## src/rtl/mfh_pkg.sv

```systemverilog
`timescale 1ns / 1ps
`default_nettype none

package mfh_pkg;

  // stream and register port widths
  localparam int IN_TDATA_W  = 48;
  localparam int OUT_TDATA_W = 64;
  localparam int CFG_ADDR_W  = 3;
  localparam int CFG_DATA_W  = 32;

  // register indexes, decoded from paddr[2]
  localparam logic REG_SEED   = 1'b0;
  localparam logic REG_BUCKET = 1'b1;

  // register reset values and bucket_count_log2 clamp bounds
  localparam logic [31:0] SEED_RESET   = 32'h0000_0000;
  localparam logic [3:0]  BUCKET_RESET = 4'd8;
  localparam logic [3:0]  BUCKET_MIN   = 4'd1;
  localparam logic [3:0]  BUCKET_MAX   = 4'd12;

  // murmur3 x86_32 constants
  localparam logic [31:0] MIX_C1  = 32'hcc9e_2d51;
  localparam logic [31:0] MIX_C2  = 32'h1b87_3593;
  localparam logic [31:0] MIX_ADD = 32'he654_6b64;
  localparam logic [31:0] FIN_M1  = 32'h85eb_ca6b;
  localparam logic [31:0] FIN_M2  = 32'hc2b2_ae35;

  // sequencer states
  localparam logic [3:0] ST_IDLE = 4'd0;
  localparam logic [3:0] ST_MUL1 = 4'd1;
  localparam logic [3:0] ST_MUL2 = 4'd2;
  localparam logic [3:0] ST_MIX  = 4'd3;
  localparam logic [3:0] ST_TAIL = 4'd4;
  localparam logic [3:0] ST_FIN0 = 4'd5;
  localparam logic [3:0] ST_FIN1 = 4'd6;
  localparam logic [3:0] ST_FIN2 = 4'd7;
  localparam logic [3:0] ST_EMIT = 4'd8;

endpackage

`default_nettype wire

```

## src/rtl/murmur3_feature_hash_core.sv

```systemverilog
`timescale 1ns / 1ps
`default_nettype none
// MurmurHash3 x86_32 feature hasher.
// Input stream: one request per 32-bit little-endian key word; in_tlast marks
// the final word, whose bytes_in_last (0..4, larger counts act as 4) selects a
// full block, a tail mix or no extra bytes. base_index is taken from the last word.
// Output stream: one request per key with the hash, the bucket
// (|signed hash| mod 2^k), base_index plus bucket and the sign flag.
// Sequencing: a word that is not the last goes through MUL1 and MUL2 (two passes
// through the single shared 32x32 multiplier) and the block mix before the next
// accept. A last word holding a full block runs MUL1, MUL2, MIX, FIN0, FIN1, FIN2
// and EMIT, a tail runs MUL1, MUL2, TAIL, FIN0, FIN1, FIN2 and EMIT, and an
// empty last word runs FIN0, FIN1, FIN2 and EMIT; out_tvalid rises after EMIT.
// in_tready is high only while the sequencer is idle.
// The result sits in an output register, so a new key word is accepted while
// an earlier result waits; a stalled receiver holds out_tdata steady and only
// blocks the sequencer when the next result is ready to be written.
// Registers: hash_seed at 0x0, bucket_count_log2 at 0x4, written by the user over APB
// only while idle, not enforced by the block; seed is taken on each key's first word.
// Reset (synchronous, rst_n low) returns the sequencer to idle, drops the
// pending result and restores seed 0 and bucket_count_log2 8.

module murmur3_feature_hash_core (
  input  wire logic                                clk,
  input  wire logic                                rst_n,
  input  wire logic                                in_tvalid,
  output      logic                                in_tready,
  // key_word[31:0], bytes_in_last[34:32], base_index[46:35], zero pad
  input  wire logic [mfh_pkg::IN_TDATA_W-1:0]      in_tdata,
  input  wire logic                                in_tlast,
  output      logic                                out_tvalid,
  input  wire logic                                out_tready,
  // hash_value[31:0], bucket[43:32], vector_index[56:44], sign_positive[57], zero pad
  output      logic [mfh_pkg::OUT_TDATA_W-1:0]     out_tdata,
  input  wire logic                                cfg_psel,
  input  wire logic                                cfg_penable,
  input  wire logic                                cfg_pwrite,
  input  wire logic [mfh_pkg::CFG_ADDR_W-1:0]      cfg_paddr,
  input  wire logic [mfh_pkg::CFG_DATA_W-1:0]      cfg_pwdata,
  output      logic [mfh_pkg::CFG_DATA_W-1:0]      cfg_prdata,
  output      logic                                cfg_pready
);
  import mfh_pkg::*;

  function automatic logic [31:0] rotl(input logic [31:0] x, input int unsigned r);
    rotl = (x << r) | (x >> (32 - r));
  endfunction

  logic [3:0]  state_r, state_nxt;
  logic [31:0] seed_r;
  logic [3:0]  log2_r;
  logic [31:0] h_r, h_nxt;
  logic [31:0] total_r;
  logic        mid_r;
  logic [31:0] word_r;
  logic [31:0] k_r, k_nxt;
  logic        last_r;
  logic        full_r;
  logic [11:0] base_r;
  logic        out_valid_r;
  logic [57:0] out_data_r;

  logic        in_acc;
  logic        cfg_wr;
  logic [31:0] in_word;
  logic [2:0]  in_nb, nb_sat;
  logic [11:0] in_base;
  logic [31:0] word_mask;
  logic [31:0] mul_a, mul_b, prod;
  logic [31:0] mix_t, fin_x;
  logic [31:0] h_start, total_start;
  logic [3:0]  k_eff;
  logic [11:0] mag_lo, bkt_mask, bucket;
  logic [12:0] vidx;
  logic        sign_pos;
  logic        emit_go;

  assign in_word = in_tdata[31:0];
  assign in_nb   = in_tdata[34:32];
  assign in_base = in_tdata[46:35];
  assign in_tready = (state_r == ST_IDLE);
  assign in_acc  = in_tvalid && in_tready;
  assign cfg_wr  = cfg_psel && cfg_penable && cfg_pwrite && cfg_pready;
  assign cfg_pready = 1'b1;

  // register file
  always_ff @(posedge clk) begin
    if (!rst_n) begin
      seed_r <= SEED_RESET;
      log2_r <= BUCKET_RESET;
    end else if (cfg_wr) begin
      case (cfg_paddr[2])
        REG_SEED:   seed_r <= cfg_pwdata;
        REG_BUCKET: log2_r <= cfg_pwdata[3:0];
        default:    seed_r <= seed_r;
      endcase
    end
  end

  always_comb begin
    case (cfg_paddr[2])
      REG_SEED:   cfg_prdata = seed_r;
      REG_BUCKET: cfg_prdata = {28'd0, log2_r};
      default:    cfg_prdata = '0;
    endcase
  end

  // tail byte count and mask on the incoming word
  assign nb_sat = (in_nb > 3'd4) ? 3'd4 : in_nb;
  always_comb begin
    case (nb_sat)
      3'd1:    word_mask = 32'h0000_00ff;
      3'd2:    word_mask = 32'h0000_ffff;
      3'd3:    word_mask = 32'h00ff_ffff;
      default: word_mask = 32'hffff_ffff;
    endcase
  end

  assign h_start     = mid_r ? h_r : seed_r;
  assign total_start = mid_r ? total_r : 32'd0;

  // shared multiplier, low 32 bits of the product
  always_comb begin
    case (state_r)
      ST_MUL1: begin mul_a = word_r;         mul_b = MIX_C1; end
      ST_MUL2: begin mul_a = rotl(k_r, 15);  mul_b = MIX_C2; end
      ST_FIN1: begin mul_a = h_r;            mul_b = FIN_M1; end
      ST_FIN2: begin mul_a = h_r;            mul_b = FIN_M2; end
      default: begin mul_a = '0;             mul_b = '0;     end
    endcase
  end
  assign prod = mul_a * mul_b;

  assign mix_t = rotl(h_r ^ k_r, 13);
  assign fin_x = h_r ^ total_r;

  // bucket, index and sign from the finished hash
  always_comb begin
    k_eff = log2_r;
    if (log2_r < BUCKET_MIN) k_eff = BUCKET_MIN;
    if (log2_r > BUCKET_MAX) k_eff = BUCKET_MAX;
  end
  assign mag_lo   = h_r[31] ? (12'd0 - h_r[11:0]) : h_r[11:0];
  assign bkt_mask = 12'((13'd1 << k_eff) - 13'd1);
  assign bucket   = mag_lo & bkt_mask;
  assign vidx     = {1'b0, base_r} + {1'b0, bucket};
  assign sign_pos = (h_r != 32'd0) && !h_r[31];
  assign emit_go  = !out_valid_r || out_tready;

  // sequencer
  always_comb begin
    state_nxt = state_r;
    h_nxt     = h_r;
    k_nxt     = k_r;
    case (state_r)
      ST_IDLE: begin
        if (in_acc) begin
          h_nxt = h_start;
          if (in_tlast && nb_sat == 3'd0) state_nxt = ST_FIN0;
          else                            state_nxt = ST_MUL1;
        end
      end
      ST_MUL1: begin
        k_nxt     = prod;
        state_nxt = ST_MUL2;
      end
      ST_MUL2: begin
        k_nxt     = prod;
        state_nxt = full_r ? ST_MIX : ST_TAIL;
      end
      ST_MIX: begin
        h_nxt     = (mix_t << 2) + mix_t + MIX_ADD;
        state_nxt = last_r ? ST_FIN0 : ST_IDLE;
      end
      ST_TAIL: begin
        h_nxt     = h_r ^ k_r;
        state_nxt = ST_FIN0;
      end
      ST_FIN0: begin
        h_nxt     = fin_x ^ (fin_x >> 16);
        state_nxt = ST_FIN1;
      end
      ST_FIN1: begin
        h_nxt     = prod ^ (prod >> 13);
        state_nxt = ST_FIN2;
      end
      ST_FIN2: begin
        h_nxt     = prod ^ (prod >> 16);
        state_nxt = ST_EMIT;
      end
      ST_EMIT: begin
        if (emit_go) state_nxt = ST_IDLE;
      end
      default: state_nxt = ST_IDLE;
    endcase
  end

  // control state
  always_ff @(posedge clk) begin
    if (!rst_n) begin
      state_r <= ST_IDLE;
      mid_r   <= 1'b0;
      total_r <= 32'd0;
      h_r     <= 32'd0;
    end else begin
      state_r <= state_nxt;
      h_r     <= h_nxt;
      if (in_acc) begin
        mid_r   <= !in_tlast;
        total_r <= total_start + (in_tlast ? {29'd0, nb_sat} : 32'd4);
      end
    end
  end

  // per-word payload
  always_ff @(posedge clk) begin
    k_r <= k_nxt;
    if (in_acc) begin
      word_r <= in_tlast ? (in_word & word_mask) : in_word;
      last_r <= in_tlast;
      full_r <= !in_tlast || (nb_sat == 3'd4);
      base_r <= in_base;
    end
  end

  // output register
  always_ff @(posedge clk) begin
    if (!rst_n) begin
      out_valid_r <= 1'b0;
    end else if (state_r == ST_EMIT && emit_go) begin
      out_valid_r <= 1'b1;
    end else if (out_tready) begin
      out_valid_r <= 1'b0;
    end
  end

  always_ff @(posedge clk) begin
    if (state_r == ST_EMIT && emit_go) begin
      out_data_r <= {sign_pos, vidx, bucket, h_r};
    end
  end

  assign out_tvalid = out_valid_r;
  assign out_tdata  = {6'd0, out_data_r};

endmodule

`default_nettype wire

```

## config.mk

```make
export PLATFORM = sky130hd
export DESIGN_NAME = murmur3_feature_hash_core
export DESIGN_NICKNAME = d
export VERILOG_FILES = /design/src/rtl/mfh_pkg.sv /design/src/rtl/murmur3_feature_hash_core.sv
export SDC_FILE = /design/constraint.sdc
export NUM_CORES = 2
export LEC_CHECK = 0
export CAP_MARGIN = 15
export CORE_ASPECT_RATIO = 1.5
export CORE_MARGIN = 5
export CORE_UTILIZATION = 67
export CTS_CLUSTER_SIZE = 14
export DETAILED_ROUTE_END_ITERATION = 8
export DONT_BUFFER_PORTS = 1
export PLACE_DENSITY = 0.83
export SLEW_MARGIN = 20
export SYNTH_ARGS = -nofsm -noshare
export SYNTH_HDL_FRONTEND = slang
export SYNTH_SLANG_ARGS = --single-unit
```

## constraint.sdc

```tcl
create_clock -name clk -period 11.4 [get_ports clk]
set_input_delay 2.28 -clock clk [delete_from_list [all_inputs] [get_ports clk]]
set_output_delay 2.28 -clock clk [all_outputs]
set_load 0.01 [all_outputs]
```

# == Word level (Yosys, flattened, before mapping) ==
# Cells that the tools add are included.
# classes
eq_ne,15
n_addsub,6
n_shift,1
n_bitwise,10
multipliers,1
order_cmp,3
reduce_logical,22
n_mux,22
# ops
operator,n
case mux 32 bit (3 select lines),2
case mux 32 bit (6 select lines),1
2-to-1 mux 32 bit,4
case mux 32 bit (4 select lines),1
case mux 32 bit (2 select lines),1
XOR 32 x 16 -> 32 bit,2
XOR 32 bit,2
case mux 4 bit (9 select lines),1
adder 32 x 3 -> 32 bit,1
adder 32 bit,1
"adder 32 bit, second input constant",1
AND 32 bit,1
multiplier 32 x 32 -> 32 bit,1
OR 32 x 13 -> 32 bit,1
OR 32 x 15 -> 32 bit,1
nonzero test 32 bit,1
XOR 32 x 19 -> 32 bit,1
"== test 4 x 3 -> 1 bit, second input constant",4
2-to-1 mux 4 bit,4
2-to-1 mux 3 bit,5
adder 12 x 12 -> 13 bit,1
AND 12 bit,1
2-to-1 mux 12 bit,1
"left shift 1 x 4 -> 12 bit, first input constant",1
25 further kinds,40
# totals
output_inout_bits,99
reg_bits,242
in_bits,91
word_cells,93

# == Longest topological paths before layout ==
# depth
depth_word,7
ltp_mapped,37
ltp_nobuf,34

# == Worst setup path before layout ==
# Ideal clock, no wire load.
# synth_path
kind,register to register
start,register state_r[1]
end,register h_r[31]
synth_period_minus_slack_ps,9198
setup_slack_ps,2202
stages_incl_launch_ff,29
arrival_time_ps,9078
path_buffers,2
required_ps,11280
setup_ps,120
cell_sequence,dfxtp_1 buf_6 clkbuf_1 nor2b_1 o21ai_1 clkinv_1 o21ai_0 and2_1 inv_1 fa_1 inv_1 fa_1 fa_1 fa_1 inv_1 fa_1 fa_1 fa_1 fa_1 ha_1 or2_2 and3_1 o21a_1 o21a_1 a211o_1 a31o_2 xor2_1 a221o_1 o31a_1
# synth_via
elab_chain_len,6
word_cells_on_any_way,20
classes_between,mul (1); eq/ne (9); mux (3); bitwise (2); reduce/logical (5)
# synth_lines
item,line,source
from (decl),murmur3_feature_hash_core.sv:49,"logic [3:0] state_r, state_nxt;"
from (signal assigned),murmur3_feature_hash_core.sv:206,state_r <= state_nxt;
== test 4 x 3 -> 1 bit,murmur3_feature_hash_core.sv:124,case (state_r)
OR reduction 2 bit (no source line),n/a,
case mux 32 bit (3 select lines),murmur3_feature_hash_core.sv:124,
multiplier 32 x 32 -> 32 bit (*),murmur3_feature_hash_core.sv:132,assign prod = mul_a * mul_b;
net prod[31],murmur3_feature_hash_core.sv:69,"logic [31:0] mul_a, mul_b, prod;"
XOR 32 x 16 -> 32 bit / XOR 32 x 19 -> 32 bit (equally long branches),"murmur3_feature_hash_core.sv:188, murmur3_feature_hash_core.sv:184",
case mux 32 bit (6 select lines) (*),murmur3_feature_hash_core.sv:155,case (state_r)
to (signal assigned),murmur3_feature_hash_core.sv:207,h_r <= h_nxt;
to (decl),murmur3_feature_hash_core.sv:52,"logic [31:0] h_r, h_nxt;"
# The timed path passes the listed nets; every way through them passes the cells marked *.
# A chain may end at the register's enable or synchronous reset.

# == Final worst setup path ==
# layout_path
start,register state_r[2]
end,register h_r[15]
# layout_via
elab_chain_len,6
word_cells_on_any_way,20
classes_between,mul (1); eq/ne (9); mux (3); bitwise (2); reduce/logical (5)
# layout_lines
item,line,source
== test 4 x 3 -> 1 bit,murmur3_feature_hash_core.sv:124,
OR reduction 2 bit (no source line),n/a,
case mux 32 bit (3 select lines),murmur3_feature_hash_core.sv:124,
multiplier 32 x 32 -> 32 bit (*),murmur3_feature_hash_core.sv:132,
net prod[31],murmur3_feature_hash_core.sv:69,
XOR 32 x 16 -> 32 bit (*),murmur3_feature_hash_core.sv:188,h_nxt = prod ^ (prod >> 16);
case mux 32 bit (6 select lines) (*),murmur3_feature_hash_core.sv:155,
# Marks and branches as above.

==> flow_metrics.py <==
metrics = {
    "floorplanning": {
        "dieArea_mm2": 0.0482,
        "floorplan.rows": 94,
        "std_cell_core_area_mm2": 0.0436,
        "ioPinCount": 190,
        "chipHeight_um": 266,
        "starting_density_pct": 67.3,
        "die_w_um": 181,
    },
    "timing": {
        "slew-limit-headroom_pct": 21.9,
        "fmax_ghz": 0.0944,
        "finalSetupTns_ns": 0,
        "rsz0062_at_grt": "false",
        "final-setup-viol-count": 0,
        "fin_skew_ns": 0.0257,
        "finalHoldViolations": 0,
        "finalCriticalPeriod_ns": 10.60,
        "layout_worst_path_cycle_share_pct": 92.9,
        "number_of_pins_with_negative_max_slew_slack_in_the_final_report": 0,
        "timing_worst_slew_pin_value_ns": 1.16,
    },
    "finish": {
        "finalNetCount": 3836,
        "layout.cells.most_common": "sky130_fd_sc_hd__inv_1",
        "syn2layout_area_growth_pct": 4.66,
        "layout.cells.most_common_list": "sky130_fd_sc_hd__inv_1 (604), sky130_fd_sc_hd__fa_1 (398), sky130_fd_sc_hd__nand2_1 (329)",
        "layout_cells_sized_above_1_pct": 4.25,
        "n_fill_cell": 3418,
    },
    "setup_path": {
        "worst_ep_required_time_ns": 11.80,
        "top_cell_by_count_worst_path": "sky130_fd_sc_hd__fa_1",
        "critical-path-max-stage-delay_ns": 0.82,
        "crit_path_end_kind": "flop",
        "critical_path.top_delay_family": "adder cells",
        "critical_path_buf_inv_count": 4,
        "slowest_stage": "sky130_fd_sc_hd__dfxtp_1",
        "worst_path_arrival_ns": 10.99,
        "worst-path-max-fanout": 16,
        "worst-setup-path-type": "flop to flop",
        "crit_path_start_kind": "flop",
    },
    "status": {
        "outcome": "complete, no violations",
    },
    "clock_tree": {
        "htreeDepth": 1,
        "worstSkewPairLatency_ns": 0.54,
        "cts.sink_count": 242,
        "post-cts-setup-buffers": 0,
        "clkTransAtPathRegs_ns": 0.07,
        "cts_tree": "built",
        "cts_hold_repair.buffers": 0,
        "cts_root_buffer": "sky130_fd_sc_hd__clkbuf_16",
        "cts-buffers-inserted": 21,
        "ctsLongestPathBuffers": 3,
        "cts_repair_resize_count": 0,
    },
    "logic_synthesis": {
        "synth_area_leaders": "sky130_fd_sc_hd__fa_1 (27%), sky130_fd_sc_hd__edfxtp_1 (14%), sky130_fd_sc_hd__ha_1 (8.8%)",
        "seq_area_frac_synth_pct": 21.1,
        "synth-warning-count": 0,
        "synth_largest_area_cell": "sky130_fd_sc_hd__fa_1",
        "ys_seq_elements": 242,
        "synth_area_mm2": 0.0294,
        "synthDistinctLibCells": 86,
        "synth-edff-count": 136,
        "async_flop_share_pct": 0,
        "synth_cells": 3181,
        "synth_area_per_cell_um2": 9.23,
        "synth_flop_cell": "sky130_fd_sc_hd__edfxtp_1",
        "synth.top_cell.area_share_pct": 27.1,
    },
    "routing": {
        "route.detailed.vias_per_inst": 6.62,
        "drcViolationCount": 0,
        "routed_wl_um": 114000,
        "via_count": 24700,
        "wl_per_cell_um": 30.6,
        "drt_pass1_iterations": 8,
        "drt_iter0_markers": 3181,
        "antenna_violating_nets_post_route": 0,
    },
    "placement": {
        "gp_routability_congestion": 1.12,
        "dp.final_hpwl_um": 92500,
        "portBuffers": 0,
    },
    "global_routing": {
        "grt_antenna_before_repair": 5,
        "grt_pass1_wl_um": 165000,
        "grt_pass1_vias": 25800,
        "total_grt_usage_pct": 47.0,
        "maximum_number_of_pins_on_one_net_before_global_route_repair": 113,
        "grt-ovfl-total": 0,
    },
    "hold_path": {
        "hold_class": "flop to flop",
    },
    "run": {
        "maxCapViolCount": 0,
    },
}
## logic make-up (layout without fill, tap and decap cells)
kind of cell	count (synthesis)	after routing	share of synthesized area, %
AND/OR/NAND/NOR	801	801	12.8
buffers and inverters	749	717	9.75
adder cells (fa/ha/maj)	605	605	35.9
AO/OA/AOI/OAI	518	518	12.1
XOR/XNOR	248	248	7.63
flip-flops	242	242	21.1
multiplexers	16	16	0.567
other	2	11	0.0256
## path summary, 6_finish.rpt
check	startpoint	end	slack [ns]	depth (start not counted)
setup / recovery	state_r[2]	h_r[15]	0.80	27
hold / removal	seed_r[11]	seed_r[11]	0.49	2
setup reg to reg	state_r[2]	h_r[15]	0.80	27
hold reg to reg	seed_r[11]	seed_r[11]	0.49	2
## flip-flops by register name (all words and copies together), names as in the netlist
register / flops
out_data_r: 58
h_r: 32
k_r: 32
seed_r: 32
total_r: 32
word_r: 32
base_r: 12
log2_r: 4
state_r: 4
full_r: 1
last_r: 1
mid_r: 1
out_tvalid: 1
## tightest hold or removal path, cell delays in order, from the launching register on
cell and delay, ns:
sky130_fd_sc_hd__dfxtp_1 0.33, sky130_fd_sc_hd__nand2_1 0.05, sky130_fd_sc_hd__a21boi_0 0.06
## area by class of cell
type | count | area [um^2] | area share (%)
tap | 576 | 721 | 2.34
multi-input combinational | 2196 | 20400 | 66.3
inverter | 604 | 2270 | 7.38
sequential | 242 | 6210 | 20.2
antenna | 3 | 7.51 | 0.0244
timing repair buffer | 75 | 563 | 1.83
clock inverter | 3 | 16.3 | 0.0529
clock buffer | 35 | 589 | 1.92
## routing by layer
metal | up-vias | part of all wire, % | global-route usage [%]
met5 | - | 0.017 | 0
met3 | 688 | 10 | 10.6
met4 | 4 | 14 | 46.6
met1 | 11900 | 31 | 50.0
met2 | 1943 | 46 | 75.8
li1 | 10200 | - | -
## cell usage after synthesis, types with 29 or more instances
cell	instances
sky130_fd_sc_hd__inv_1	603
sky130_fd_sc_hd__a21boi_0	43
sky130_fd_sc_hd__xnor2_1	160
sky130_fd_sc_hd__a21oi_1	115
sky130_fd_sc_hd__a21o_1	40
sky130_fd_sc_hd__nor3_1	29
sky130_fd_sc_hd__nand3_1	43
sky130_fd_sc_hd__edfxtp_1	136
sky130_fd_sc_hd__nor2_1	165
sky130_fd_sc_hd__nor2b_1	63
sky130_fd_sc_hd__o21ai_0	94
sky130_fd_sc_hd__fa_1	398
sky130_fd_sc_hd__nand2_1	329
sky130_fd_sc_hd__xor2_1	83
sky130_fd_sc_hd__ha_1	207
sky130_fd_sc_hd__clkbuf_1	119
sky130_fd_sc_hd__and2_1	59
sky130_fd_sc_hd__dfxtp_1	106
## metrics by stage
stage | cell area (um^2) | hold WS (ns) | setup WS (ns) | cells | utilization [%]
after floorplan | 29400 | 0.406 | 2.20 | 3187 | -
after global placement | 30100 | 0.463 | 1.41 | 3693 | 69.0
after detailed placement | 30100 | 0.476 | 1.23 | 3693 | 69.0
after CTS | 30700 | 0.487 | 1.19 | 3731 | 70.4
after global routing | 30700 | 0.516 | 0.645 | 3731 | 70.4
final | 30700 | 0.487 | 0.805 | 3734 | 70.4
Power is not shown: default switching activity piles up to over one toggle a cycle in this logic, so the estimate is an artifact.
